<file path="src/rtl/core/cpgd_pkg.sv">
`timescale 1ns / 1ps
// ----------------------------------------------------------------------------
// cpgd_pkg
// Shared types and constants of the coin pulse group decoder.
// ----------------------------------------------------------------------------
package cpgd_pkg;

  localparam int          MAX_DENOMS       = 4;
  localparam logic [7:0]  MAX_GROUP_PULSES = 8'd32;
  localparam logic [9:0]  MS_PER_S         = 10'd1000;
  localparam logic [15:0] FALLBACK_IDLE_S  = 16'd300;
  localparam int          IDLE_LIMIT_W     = 26;
  localparam int          DENOM_N_W        = 3;
  localparam int          CFG_INDEX_W      = 3;
  localparam int          CFG_DATA_W       = 64;

  // reset values of the configuration registers
  localparam logic [15:0] RST_DEBOUNCE_MS  = 16'd30;
  localparam logic [15:0] RST_SETTLE_MS    = 16'd150;
  localparam logic [15:0] RST_GUARD_MS     = 16'd100;
  localparam logic [63:0] RST_DENOM_TABLE  = 64'h1414_0A0A_0505_0101;

  typedef enum logic [CFG_INDEX_W-1:0] {
    REG_ENABLE   = 3'd0,
    REG_DEBOUNCE = 3'd1,
    REG_SETTLE   = 3'd2,
    REG_GUARD    = 3'd3,
    REG_IDLE     = 3'd4,
    REG_DENOM_N  = 3'd5,
    REG_TABLE    = 3'd6
  } reg_idx_t;

  // classified request kinds carried through the queue
  typedef enum logic [1:0] {
    OP_TICK  = 2'd0,
    OP_EDGE  = 2'd1,
    OP_CLEAR = 2'd2
  } op_t;

  typedef enum logic [1:0] {
    EV_NONE  = 2'd0,
    EV_COIN  = 2'd1,
    EV_OVER  = 2'd2,
    EV_UNSUP = 2'd3
  } ev_t;

  typedef enum logic [1:0] {
    ACT_DISABLED = 2'd0,
    ACT_WAITING  = 2'd1,
    ACT_ACTIVE   = 2'd2,
    ACT_IDLE     = 2'd3
  } act_t;

  // configuration as seen by the back end
  typedef struct packed {
    logic                    enable;
    logic [15:0]             debounce_ms;
    logic [15:0]             settle_ms;
    logic [15:0]             guard_ms;
    logic [IDLE_LIMIT_W-1:0] idle_limit_ms;
    logic [DENOM_N_W-1:0]    denom_n;
    logic [63:0]             denom_table;
  } cfg_t;

  // head of the request queue
  typedef struct packed {
    logic valid;
    op_t  op;
  } q_head_t;

endpackage

</file>
<file path="src/rtl/core/coin_pulse_group_decoder.sv">
`timescale 1ns / 1ps
// ----------------------------------------------------------------------------
// coin_pulse_group_decoder
// Decode groups of coin-slot pulses into accepted coins and errors.
// ----------------------------------------------------------------------------
// Each request is one millisecond tick (command 0, with pin_edge set when a
// falling edge was seen) or a clear of the counters (command 1), and each
// request gives exactly one result carrying the event of that tick, the
// activity state and the three running counters. A new request is taken on
// every clock while the request queue has room: the front end classifies
// requests into a two-entry queue, and the back end updates the whole
// decoder state for each request and holds the result in an
// output register, so the sustained rate is one request per cycle while
// out_stall is low. An accepted request waits in the queue; the back end
// then carries it out and registers its result. in_stall rises only when
// the queue is full, which happens only while out_stall holds the back end. The
// configuration registers are written through the cfg channel, which is
// always ready; write them only while no request is in flight. The idle
// timeout is turned into milliseconds when it is written, so the idle
// compare needs no multiplier in the request path. No clearing pass is needed
// after reset.
// ----------------------------------------------------------------------------
module coin_pulse_group_decoder import cpgd_pkg::*; (
  input  logic                   clk,
  input  logic                   rst,
  input  logic                   in_valid,
  output logic                   in_stall,
  input  logic                   command,
  input  logic                   pin_edge,
  output logic                   out_valid,
  input  logic                   out_stall,
  output logic [1:0]             event_res,
  output logic [7:0]             group_pulses,
  output logic [7:0]             pesos,
  output logic [1:0]             activity,
  output logic [31:0]            total_pulses,
  output logic [31:0]            total_coins,
  output logic [31:0]            error_count,
  input  logic                   cfg_valid,
  output logic                   cfg_ready,
  input  logic [CFG_INDEX_W-1:0] cfg_index,
  input  logic [CFG_DATA_W-1:0]  cfg_data
);

  cfg_t    cfg;
  q_head_t q_head;
  logic    q_pop;

  logic                    enable;
  logic [15:0]             debounce_ms;
  logic [15:0]             settle_ms;
  logic [15:0]             guard_ms;
  logic [IDLE_LIMIT_W-1:0] idle_limit_ms;
  logic [DENOM_N_W-1:0]    denom_n;
  logic [63:0]             denom_table;

  logic                    cfg_write;
  logic [15:0]             idle_secs;
  logic [IDLE_LIMIT_W-1:0] idle_limit_wr;
  logic [DENOM_N_W-1:0]    denom_n_wr;

  // writes are always taken
  assign cfg_ready = 1'b1;
  assign cfg_write = cfg_valid && cfg_ready;

  // a zero timeout falls back to the default; convert to ms once, here
  assign idle_secs     = (cfg_data[15:0] == 16'd0) ? FALLBACK_IDLE_S : cfg_data[15:0];
  assign idle_limit_wr = {{(IDLE_LIMIT_W-16){1'b0}}, idle_secs} *
                         {{(IDLE_LIMIT_W-10){1'b0}}, MS_PER_S};

  // clip the table length to the table size; zero stays zero and matches nothing
  assign denom_n_wr = (cfg_data[DENOM_N_W-1:0] > DENOM_N_W'(MAX_DENOMS)) ?
                      DENOM_N_W'(MAX_DENOMS) : cfg_data[DENOM_N_W-1:0];

  always_ff @(posedge clk) begin
    if (rst) begin
      enable        <= 1'b1;
      debounce_ms   <= RST_DEBOUNCE_MS;
      settle_ms     <= RST_SETTLE_MS;
      guard_ms      <= RST_GUARD_MS;
      idle_limit_ms <= {{(IDLE_LIMIT_W-16){1'b0}}, FALLBACK_IDLE_S} *
                       {{(IDLE_LIMIT_W-10){1'b0}}, MS_PER_S};
      denom_n       <= DENOM_N_W'(MAX_DENOMS);
      denom_table   <= RST_DENOM_TABLE;
    end else if (cfg_write) begin
      unique case (reg_idx_t'(cfg_index))
        REG_ENABLE:   enable        <= cfg_data[0];
        REG_DEBOUNCE: debounce_ms   <= cfg_data[15:0];
        REG_SETTLE:   settle_ms     <= cfg_data[15:0];
        REG_GUARD:    guard_ms      <= cfg_data[15:0];
        REG_IDLE:     idle_limit_ms <= idle_limit_wr;
        REG_DENOM_N:  denom_n       <= denom_n_wr;
        REG_TABLE:    denom_table   <= cfg_data;
        default: begin
          // unused index: drop the write
        end
      endcase
    end
  end

  always_comb begin
    cfg.enable        = enable;
    cfg.debounce_ms   = debounce_ms;
    cfg.settle_ms     = settle_ms;
    cfg.guard_ms      = guard_ms;
    cfg.idle_limit_ms = idle_limit_ms;
    cfg.denom_n       = denom_n;
    cfg.denom_table   = denom_table;
  end

  // front end: accept and classify requests, queue them
  cpgd_front u_front (
    .clk      (clk),
    .rst      (rst),
    .in_valid (in_valid),
    .in_stall (in_stall),
    .command  (command),
    .pin_edge (pin_edge),
    .q_head   (q_head),
    .q_pop    (q_pop)
  );

  // back end: advance the decoder state and hold the result
  cpgd_back u_back (
    .clk          (clk),
    .rst          (rst),
    .cfg          (cfg),
    .q_head       (q_head),
    .q_pop        (q_pop),
    .out_valid    (out_valid),
    .out_stall    (out_stall),
    .event_res    (event_res),
    .group_pulses (group_pulses),
    .pesos        (pesos),
    .activity     (activity),
    .total_pulses (total_pulses),
    .total_coins  (total_coins),
    .error_count  (error_count)
  );

endmodule

</file>
<file path="src/rtl/core/cpgd_front.sv">
`timescale 1ns / 1ps
// ----------------------------------------------------------------------------
// cpgd_front
// Accept input requests, classify them and hold them in a two-entry queue.
// ----------------------------------------------------------------------------
module cpgd_front import cpgd_pkg::*; (
  input  logic    clk,
  input  logic    rst,
  input  logic    in_valid,
  output logic    in_stall,
  input  logic    command,
  input  logic    pin_edge,
  output q_head_t q_head,
  input  logic    q_pop
);

  op_t        entry [2];
  logic       wr_ptr;
  logic       rd_ptr;
  logic [1:0] count;
  logic [1:0] count_next;
  logic       push;
  logic       pop;
  op_t        op_in;

  always_comb begin
    priority if (command) begin
      op_in = OP_CLEAR;
    end else if (pin_edge) begin
      op_in = OP_EDGE;
    end else begin
      op_in = OP_TICK;
    end
  end

  assign in_stall = (count == 2'd2);
  assign push     = in_valid && !in_stall;
  assign pop      = q_pop && (count != 2'd0);

  always_comb begin
    count_next = count;
    if (push && !pop) begin
      count_next = count + 2'd1;
    end else if (pop && !push) begin
      count_next = count - 2'd1;
    end
  end

  always_ff @(posedge clk) begin
    if (rst) begin
      count  <= 2'd0;
      wr_ptr <= 1'b0;
      rd_ptr <= 1'b0;
    end else begin
      count <= count_next;
      if (push) begin
        wr_ptr <= !wr_ptr;
      end
      if (pop) begin
        rd_ptr <= !rd_ptr;
      end
    end
  end

  always_ff @(posedge clk) begin
    if (push) begin
      entry[wr_ptr] <= op_in;
    end
  end

  assign q_head.valid = (count != 2'd0);
  assign q_head.op    = entry[rd_ptr];

  a_count_bound: assert property (@(posedge clk) disable iff (rst)
    count != 2'd3)
    else $error("queue count beyond depth");

  a_push_lands: assert property (@(posedge clk) disable iff (rst)
    push |=> count != 2'd0)
    else $error("accepted request missing from queue");

  a_count_step: assert property (@(posedge clk) disable iff (rst)
    !$past(rst) |-> (count == $past(count) || count == $past(count) + 2'd1 ||
                     count + 2'd1 == $past(count)))
    else $error("queue count jumped");

endmodule

</file>
<file path="src/rtl/core/cpgd_back.sv">
`timescale 1ns / 1ps
// ----------------------------------------------------------------------------
// cpgd_back
// Carry out one queued request per cycle while the output is not stalled, and register the result.
// ----------------------------------------------------------------------------
module cpgd_back import cpgd_pkg::*; (
  input  logic        clk,
  input  logic        rst,
  input  cfg_t        cfg,
  input  q_head_t     q_head,
  output logic        q_pop,
  output logic        out_valid,
  input  logic        out_stall,
  output logic [1:0]  event_res,
  output logic [7:0]  group_pulses,
  output logic [7:0]  pesos,
  output logic [1:0]  activity,
  output logic [31:0] total_pulses,
  output logic [31:0] total_coins,
  output logic [31:0] error_count
);

  logic [31:0] now_ms,         now_ms_next;
  logic [31:0] last_edge_ms,   last_edge_ms_next;
  logic [31:0] last_closed_ms, last_closed_ms_next;
  logic [31:0] guard_until_ms, guard_until_ms_next;
  logic [31:0] last_coin_ms,   last_coin_ms_next;
  logic [7:0]  pending_pulses, pending_pulses_next;
  logic [31:0] pulse_total,    pulse_total_next;
  logic [31:0] coin_total,     coin_total_next;
  logic [31:0] reject_total,   reject_total_next;

  logic        step;
  logic [31:0] tick_ms;
  logic [31:0] guard_diff;
  logic [31:0] edge_diff;
  logic [15:0] db_eff;
  logic        counted;
  logic        closing;
  logic        hit;
  logic [7:0]  hit_pesos;
  ev_t         ev_next;
  logic [7:0]  grp_next;
  logic [7:0]  pesos_next;
  act_t        act_next;
  logic [31:0] last_seen;
  logic [31:0] quiet_ms;

  assign step  = q_head.valid && (!out_valid || !out_stall);
  assign q_pop = step;

  assign tick_ms    = now_ms + 32'd1;
  assign guard_diff = tick_ms - guard_until_ms;
  assign edge_diff  = tick_ms - last_edge_ms;
  assign db_eff     = (cfg.debounce_ms == 16'd0) ? 16'd1 : cfg.debounce_ms;

  assign counted = (q_head.op == OP_EDGE) && cfg.enable && !guard_diff[31] &&
                   (edge_diff >= {16'd0, db_eff});
  // a counted edge resets the quiet time, so it can never close in the same tick
  assign closing = (q_head.op != OP_CLEAR) && cfg.enable && !counted &&
                   (pending_pulses != 8'd0) && (edge_diff > {16'd0, cfg.settle_ms}) &&
                   (last_edge_ms != last_closed_ms);

  // first table entry whose pulse count matches wins
  always_comb begin
    hit       = 1'b0;
    hit_pesos = 8'd0;
    for (int i = 0; i < MAX_DENOMS; i++) begin
      if (!hit && (DENOM_N_W'(i) < cfg.denom_n) &&
          (cfg.denom_table[16*i +: 8] == pending_pulses)) begin
        hit       = 1'b1;
        hit_pesos = cfg.denom_table[16*i+8 +: 8];
      end
    end
  end

  always_comb begin
    now_ms_next         = now_ms;
    last_edge_ms_next   = last_edge_ms;
    last_closed_ms_next = last_closed_ms;
    guard_until_ms_next = guard_until_ms;
    last_coin_ms_next   = last_coin_ms;
    pending_pulses_next = pending_pulses;
    pulse_total_next    = pulse_total;
    coin_total_next     = coin_total;
    reject_total_next   = reject_total;
    ev_next             = EV_NONE;
    grp_next            = 8'd0;
    pesos_next          = 8'd0;
    if (q_head.op == OP_CLEAR) begin
      pending_pulses_next = 8'd0;
      last_closed_ms_next = 32'd0;
      last_coin_ms_next   = 32'd0;
      pulse_total_next    = 32'd0;
      coin_total_next     = 32'd0;
      reject_total_next   = 32'd0;
    end else begin
      now_ms_next = tick_ms;
      if (counted) begin
        last_edge_ms_next = tick_ms;
        if (pending_pulses != 8'hFF) begin
          pending_pulses_next = pending_pulses + 8'd1;
        end
        pulse_total_next = pulse_total + 32'd1;
      end
      if (closing) begin
        grp_next            = pending_pulses;
        pending_pulses_next = 8'd0;
        last_closed_ms_next = last_edge_ms;
        guard_until_ms_next = tick_ms + {16'd0, cfg.guard_ms};
        if (pending_pulses > MAX_GROUP_PULSES) begin
          ev_next           = EV_OVER;
          reject_total_next = reject_total + 32'd1;
        end else if (hit) begin
          ev_next           = EV_COIN;
          pesos_next        = hit_pesos;
          coin_total_next   = coin_total + 32'd1;
          last_coin_ms_next = tick_ms;
        end else begin
          ev_next           = EV_UNSUP;
          reject_total_next = reject_total + 32'd1;
        end
      end
    end
  end

  assign last_seen = (last_edge_ms_next > last_coin_ms_next) ? last_edge_ms_next
                                                              : last_coin_ms_next;
  assign quiet_ms  = now_ms_next - last_seen;

  always_comb begin
    priority if (!cfg.enable) begin
      act_next = ACT_DISABLED;
    end else if (pulse_total_next == 32'd0) begin
      act_next = ACT_WAITING;
    end else if ((last_seen != 32'd0) &&
                 (quiet_ms >= {{(32-IDLE_LIMIT_W){1'b0}}, cfg.idle_limit_ms})) begin
      act_next = ACT_IDLE;
    end else begin
      act_next = ACT_ACTIVE;
    end
  end

  always_ff @(posedge clk) begin
    if (rst) begin
      now_ms         <= 32'd0;
      last_edge_ms   <= 32'd0;
      last_closed_ms <= 32'd0;
      guard_until_ms <= 32'd0;
      last_coin_ms   <= 32'd0;
      pending_pulses <= 8'd0;
      pulse_total    <= 32'd0;
      coin_total     <= 32'd0;
      reject_total   <= 32'd0;
      out_valid      <= 1'b0;
    end else begin
      if (step) begin
        now_ms         <= now_ms_next;
        last_edge_ms   <= last_edge_ms_next;
        last_closed_ms <= last_closed_ms_next;
        guard_until_ms <= guard_until_ms_next;
        last_coin_ms   <= last_coin_ms_next;
        pending_pulses <= pending_pulses_next;
        pulse_total    <= pulse_total_next;
        coin_total     <= coin_total_next;
        reject_total   <= reject_total_next;
        out_valid      <= 1'b1;
      end else if (!out_stall) begin
        out_valid <= 1'b0;
      end
    end
  end

  always_ff @(posedge clk) begin
    if (step) begin
      event_res    <= ev_next;
      group_pulses <= grp_next;
      pesos        <= pesos_next;
      activity     <= act_next;
      total_pulses <= pulse_total_next;
      total_coins  <= coin_total_next;
      error_count  <= reject_total_next;
    end
  end

  a_none_empty: assert property (@(posedge clk) disable iff (rst)
    out_valid && (event_res == EV_NONE) |-> (group_pulses == 8'd0))
    else $error("group count without a closed group");

  a_pesos_coin: assert property (@(posedge clk) disable iff (rst)
    out_valid && (event_res != EV_COIN) |-> (pesos == 8'd0))
    else $error("pesos without an accepted coin");

  a_over_limit: assert property (@(posedge clk) disable iff (rst)
    out_valid && (event_res == EV_OVER) |-> (group_pulses > MAX_GROUP_PULSES))
    else $error("over-limit event on a short group");

  a_coin_range: assert property (@(posedge clk) disable iff (rst)
    out_valid && (event_res == EV_COIN) |->
      (group_pulses != 8'd0) && (group_pulses <= MAX_GROUP_PULSES))
    else $error("coin from a group out of range");

endmodule

</file>
<file path="config.mk">
export PLATFORM = sky130hd
export DESIGN_NAME = coin_pulse_group_decoder
export DESIGN_NICKNAME = d
export VERILOG_FILES = /design/src/rtl/core/cpgd_pkg.sv /design/src/rtl/core/coin_pulse_group_decoder.sv /design/src/rtl/core/cpgd_front.sv /design/src/rtl/core/cpgd_back.sv
export SDC_FILE = /design/constraint.sdc
export NUM_CORES = 2
export LEC_CHECK = 0
export ABC_AREA = 0
export BUFFER_PORTS_ARGS = -buffer_cell sky130_fd_sc_hd__buf_2
export CAP_MARGIN = 20
export CORE_ASPECT_RATIO = 1.5
export CORE_MARGIN = 8
export CORE_UTILIZATION = 35
export CTS_CLUSTER_DIAMETER = 40
export DETAILED_ROUTE_END_ITERATION = 10
export GPL_TIMING_DRIVEN = 1
export PLACE_DENSITY_LB_ADDON = 0.3
export SYNTH_ARGS = -nofsm -noshare
export SYNTH_HDL_FRONTEND = slang
export SYNTH_HIERARCHICAL = 1
export SYNTH_SLANG_ARGS = --single-unit
</file>
<file path="constraint.sdc">
create_clock -name clk -period 39.1 [get_ports clk]
set_input_delay 1.955 -clock clk [delete_from_list [all_inputs] [get_ports clk]]
set_output_delay 1.955 -clock clk [all_outputs]
set_load 0.005 [all_outputs]
</file>
### Word-level counts from Yosys, hierarchy flattened

Memory sizes are Yosys's and may differ from the RTL's. A register that Yosys moved wholly into a read port is not among the register bits.
Cells that the tools add are included.

* eq/ne operators: 17
* $mul: 1
* $lt $le $gt $ge: 10
* muxes and demuxes: 49
* add/sub/neg operators: 11
* reductions and logical operators: 59
* bitwise gates (word level): 4

Operator list (number)
* $mux W32: 20
* $add A32 B1 Y32 const B: 4
* $sub A32 B32 Y32: 3
* $mux W8: 8
* $add A32 B16 Y32: 1
* $eq A8 B8 Y1: 4
* $ge A32 B16 Y1: 1
* $ge A32 B26 Y1: 1
* $gt A32 B16 Y1: 1
* $gt A32 B32 Y1: 1
* $logic_not A16 Y1: 2
* $logic_not A32 Y1: 1
* $mux W16: 2
* $ne A32 B32 Y1: 1
* $reduce_bool A32 Y1: 1
* $mul A16 B7 Y23 const B: 1
* $logic_and A1 B1 Y1: 21
* $reduce_and A2 Y1: 8
* $mux W1: 13
* $logic_not A1 Y1: 12
* $mux W2: 5
* $eq A3 B3 Y1 const B: 3
* $add A8 B1 Y8 const B: 1
* $gt A8 B6 Y1 const B: 1
* 23 further kinds: 35

* bits in writable memories: 4
* memories kept: 1
* output and inout port bits: 119
* flip-flop bits (word level): 524
* input port bits: 74

Memories
* u_front.entry: words 2, width 2, rd ports 1, clocked after memory_dff 1, wr ports 1, RTL line cpgd_front.sv:17 `op_t entry [2];`

### Longest topological paths before layout

* word-level depth: 26
* mapped depth: 74

### Cells and area by module

The synthesis kept the hierarchy.

Modules (own cells, without submodules)
* cpgd_back: instances 1, cells each 3400, seq. area each 8788.4 µm², area an instance 26694.4 µm²
* coin_pulse_group_decoder: instances 1, cells each 951, seq. area each 2782.7 µm², area an instance 7903.8 µm²
* cpgd_front: instances 1, cells each 32, seq. area each 220.2 µm², area an instance 369.1 µm²

### Worst setup path after synthesis

No wires, ideal clock.

* path kind: reg-to-reg
* start point: register u_back.now_ms[0]
* end point: register u_back.activity[0], data pin
* arrival: 13.753 ns
* path slack: 25.081 ns
* stages on the path, launching flop included: 72
* clock period less this slack: 14.019 ns
* library setup time: 0.266 ns
* data required time: 38.834 ns
* cells stage by stage: dfxtp_1 ha_1 nand3_1 nor3_1 and4_1 and3_1 and3_1 and3_1 nand3_1 nor2_1 xor2_1 ha_1 and3_1 and2_1 o21ai_0 nor3b_1 a211o_1 a21oi_1 [... 36 more ...] or4_1 ha_1 a21oi_1 nor2b_1 o21ai_0 nand2b_1 a21oi_1 nor2b_1 o21ai_0 nand2b_1 a21oi_1 nor2b_1 o21ai_0 o2111ai_1 a41oi_1 o2111ai_1 nor4_1 a21boi_1

* longest elaborated chain between the ends: 19
* elaborated cells on any way between the ends: 31
* those cells by class: 4 x add/sub; 4 x order compare; 12 x mux; 11 x reduce/logical

Ends and longest elaborated chain
* start, declared: RTL line cpgd_back.sv:23 `logic [31:0] now_ms, now_ms_next;`
* start signal, assigned: RTL line cpgd_back.sv:158 `now_ms <= now_ms_next;`
* branches (longest 18 deep; another with $add A32 B1 Y32)
* $mux W1 *: RTL line cpgd_back.sv:134 `end else if (pulse_total_next == 32'd0) begin`
* end signal, assigned: RTL line cpgd_back.sv:179 `activity <= act_next;`
* end, declared: RTL line cpgd_back.sv:17 `output logic [1:0] activity,`

Every way passes the cells marked *.
A chain may end at the register's enable or synchronous reset.

### Final worst setup path

Ends and elaborated chain as after synthesis.

==> metrics.log <==
[metrics] count of warnings emitted by yosys: 6
[metrics] worst flop-to-flop path endpoint: u_back/activity[0]
[metrics] RD Place Congestion: 0.893
[metrics] Die Outline Area: 0.110 mm²
[metrics] area grow syn2layout: 14.4%
[metrics] total standard cell area after synthesis: 0.0350 mm²
[metrics] number of global-route vias before repair: 29500
[metrics] via count: 30600
[metrics] total of buffers placed on input and output ports: 191
[metrics] endpoint with the worst hold slack: u_back/last_coin_ms[21]
[metrics] kind of launch point of the worst setup path: register
[metrics] Reg2Reg Setup Slack: 23.04 ns
[metrics] Post-route DRC: 0
[metrics] CP peak stage delay: 0.67 ns
[metrics] actual transition at the worst max-transition pin: 1.08 ns
[metrics] average routed wire per standard cell: 18.2 µm
[metrics] clock latency on the worst-skew pair: 0.65 ns
[metrics] WHS: 0.452 ns
[metrics] Final nets: 4874
[metrics] Post-synth EDFFs: 120
[metrics] Post-Route Setup TNS: 0 ns
[metrics] total iterations of the first detailed-routing run: 6
[metrics] most frequent CP cell: sky130_fd_sc_hd__o21ai_0
[metrics] first-pass GRT wire length: 165000 µm
[metrics] area share of the largest cell type after synthesis: 23.4%
[metrics] sum of routed wire length over all layers: 106000 µm
[metrics] status: finished, final reports clean
[metrics] most frequent cells in the layout: sky130_fd_sc_hd__nand2_1 (777), sky130_fd_sc_hd__a21oi_1 (472), sky130_fd_sc_hd__dfxtp_1 (409)
[metrics] final critical-path required period: 16.06 ns
[metrics] max-slew violation total from the final report: 0
[metrics] number of failing setup endpoints in the final timing report: 0
[metrics] async set-or-reset flop fraction in the synthesized netlist: 0%
[metrics] Die Y-Extent: 403 µm
[metrics] clk sink count: 529
[metrics] detailed-route vias per instance: 5.23
[metrics] cts-stage hold buffer count: 0
[metrics] prevailing post-synth register cell: sky130_fd_sc_hd__dfxtp_1
[metrics] beginning of the worst register-to-register path: u_back/now_ms[0]
[metrics] CTS-repair resized insts: 0
[metrics] Final period util: 41.1%
[metrics] CTS Buffer Depth: 3
[metrics] largest net degree at the start of global routing: 139
[metrics] die boundary width: 274 µm
[metrics] initial detailed-routing violation count: 2227
[metrics] worst min-delay path startpoint: u_back/last_coin_ms[21]
[metrics] CP Data Arrival Time: 16.44 ns
[metrics] power density over the cells: 65.4 mW/mm²
[metrics] setup repair after global routing missed its margin: no
[metrics] H-tree levels: 3
[metrics] maximum clock frequency: 0.0623 GHz
[metrics] Yosys cell types: 92
[metrics] leakage power: 0.0163 µW
[metrics] most frequent standard cell in the layout excluding fill and tap cells: sky130_fd_sc_hd__nand2_1
[metrics] nature of the critical path endpoint: register
[metrics] buffers inserted during post-CTS setup optimization: 0
[metrics] TritonCTS clock tree: done
[metrics] worst hold path cell count: 2
[metrics] root buffer cell: sky130_fd_sc_hd__clkbuf_16
[metrics] Post-Synthesis Mean Instance Area: 7.98 µm²
[metrics] ports placed on the boundary: 193
[metrics] count of final hold-check violations: 0
[metrics] starting utilization of the core area: 35.1%
[metrics] Synth Register Bits: 529
[metrics] post-synthesis cell count: 4383
[metrics] proportion of synthesized chip area in sequential cells: 33.7%
[metrics] maximum vdd drop: 50.3 µV
[metrics] initial antenna violation count: 2
[metrics] Final Skew: 0.0385 ns
[metrics] endpoint required time on the critical path: 39.48 ns
[metrics] remaining antenna violation count after routing: 0
[metrics] hold crit path type: register to register
[metrics] start-to-end type of the worst setup path: register to register
[metrics] main area contributors after synthesis: sky130_fd_sc_hd__dfxtp_1 (23%), sky130_fd_sc_hd__edfxtp_1 (10%), sky130_fd_sc_hd__ha_1 (9.4%)
[metrics] area of the core region: 0.0995 mm²
[metrics] tightest slew margin relative to the limit: 28.3%
[metrics] global-route usage over all layers: 18.5%
[metrics] total overflow reported by the global router: 0
[metrics] total clock buffers created by CTS: 84
[metrics] clock edge transition at the registers on the reported setup and hold paths: 0.06 ns
[metrics] worst reg-to-reg path cell count: 70
[metrics] biggest fanout along the worst timing path: 35
[metrics] Max Cap Viol: 0
[metrics] top cell type by total area after synthesis: sky130_fd_sc_hd__dfxtp_1
[metrics] share of final-layout standard cells stronger than drive strength 1: 10.0%
[metrics] total power: 2610 µW
[metrics] Rows: 142
[metrics] slowest cell on the critical path: sky130_fd_sc_hd__nor3_1
[metrics] post-detail-place hpwl: 79000 µm
[metal layers]
metal	vias to the layer above	global-route usage, %	wire (µm)
met5	-	0	0
met4	0	7.77	4000
met3	177	2.11	4030
met2	667	33.5	53800
met1	14500	22.0	44500
li1	15300	-	-
[where the power goes]
| part | switching (µW) | internal (µW) | total [µW] |
|---|---|---|---|
| registers | 22.6 | 631 | 653 |
| logic | 761 | 440 | 1200 |
| clock network | 297 | 463 | 760 |
| total | 1080 | 1530 | 2610 |
[worst max-delay path, delay by kind of cell (launching register included)]
kind                       cells  cell delay (ns)
AOI/OAI and AO/OA             36             7.08
and+or+nand+nor               24             5.70
adders and majority gates      5             1.57
buffers and inverters          3             0.56
DFF                            1             0.50
muxes                          1             0.21
xor gates and xnor gates       1             0.11
[cells in the mapped netlist, types with 32 or more instances]
master / number
sky130_fd_sc_hd__nand2_1: 778
sky130_fd_sc_hd__a21oi_1: 472
sky130_fd_sc_hd__dfxtp_1: 409
sky130_fd_sc_hd__nor2_1: 360
sky130_fd_sc_hd__inv_1: 301
sky130_fd_sc_hd__ha_1: 263
sky130_fd_sc_hd__clkbuf_1: 189
sky130_fd_sc_hd__xnor2_1: 184
sky130_fd_sc_hd__o21ai_0: 146
sky130_fd_sc_hd__xor2_1: 131
sky130_fd_sc_hd__edfxtp_1: 120
sky130_fd_sc_hd__nor3_1: 84
sky130_fd_sc_hd__nand3_1: 82
sky130_fd_sc_hd__nand4_1: 75
sky130_fd_sc_hd__a21o_1: 73
sky130_fd_sc_hd__fa_1: 55
sky130_fd_sc_hd__a22oi_1: 47
sky130_fd_sc_hd__and3_1: 46
sky130_fd_sc_hd__mux2i_1: 43
sky130_fd_sc_hd__or3_1: 36
sky130_fd_sc_hd__nand3b_1: 32
sky130_fd_sc_hd__nor4_1: 32
[final cells by class]
class	count	area, µm²
sequential	529	11800
timing repair buffer	251	1420
clock inverter	58	649
multi-input combinational	3315	21100
clock buffer	98	2240
inverter	301	1140
tap	1296	1620
antenna	1	2.50
fill	10200	59500
[how the worst max path moves through the flow]
| stage | cells past startpoint | to | slack, ns | startpoint |
|---|---|---|---|---|
| finish | 70 | u_back/activity[0] | 23.04 | u_back/now_ms[0] |
| global route | 71 | u_back/activity[0] | 21.87 | u_back/now_ms[0] |
| CTS | 70 | u_back/activity[0] | 23.18 | u_back/now_ms[0] |
| detailed placement | 70 | u_back/activity[0] | 23.23 | u_back/now_ms[0] |
| global placement | 71 | u_back/activity[0] | 23.53 | u_back/now_ms[0] |
| floorplan | 71 | u_back/activity[0] | 25.08 | u_back/now_ms[0] |
[through the flow]
step	worst slack, ns	cells	instance area, µm²	utilization, %
floorplan	25.08	4385	35000	-
detailed placement	23.23	5692	37100	37.3
global route	21.87	5849	40000	40.2
global placement	23.53	5692	37100	37.3
finish	23.04	5849	40000	40.2
CTS	23.18	5848	40000	40.2
[flip-flops by register name, indices dropped and copies added, names as in the netlist, 23 cells and up, named ones only]
register               cells
u_back/total_pulses       32
u_back/now_ms             32
idle_limit_ms             23
u_back/guard_until_ms     32
u_back/error_count        32
u_back/reject_total       32
u_back/pulse_total        32
u_back/last_closed_ms     32
u_back/last_coin_ms       32
denom_table               64
u_back/total_coins        32
u_back/last_edge_ms       32
u_back/coin_total         32
[logic make-up after synthesis]
logic type,count (synthesis),synth area share (%)
multiplexers,49,1.42
other,2,0.0215
AND/OR/NAND/NOR,1680,22.0
buffers and inverters,541,6.05
flip-flops,529,33.7
AO/OA/AOI/OAI,946,16.2
adder cells (fa/ha/maj),319,12.6
XOR/XNOR,317,7.98
Note: power is estimated with default switching activity, not from simulation.
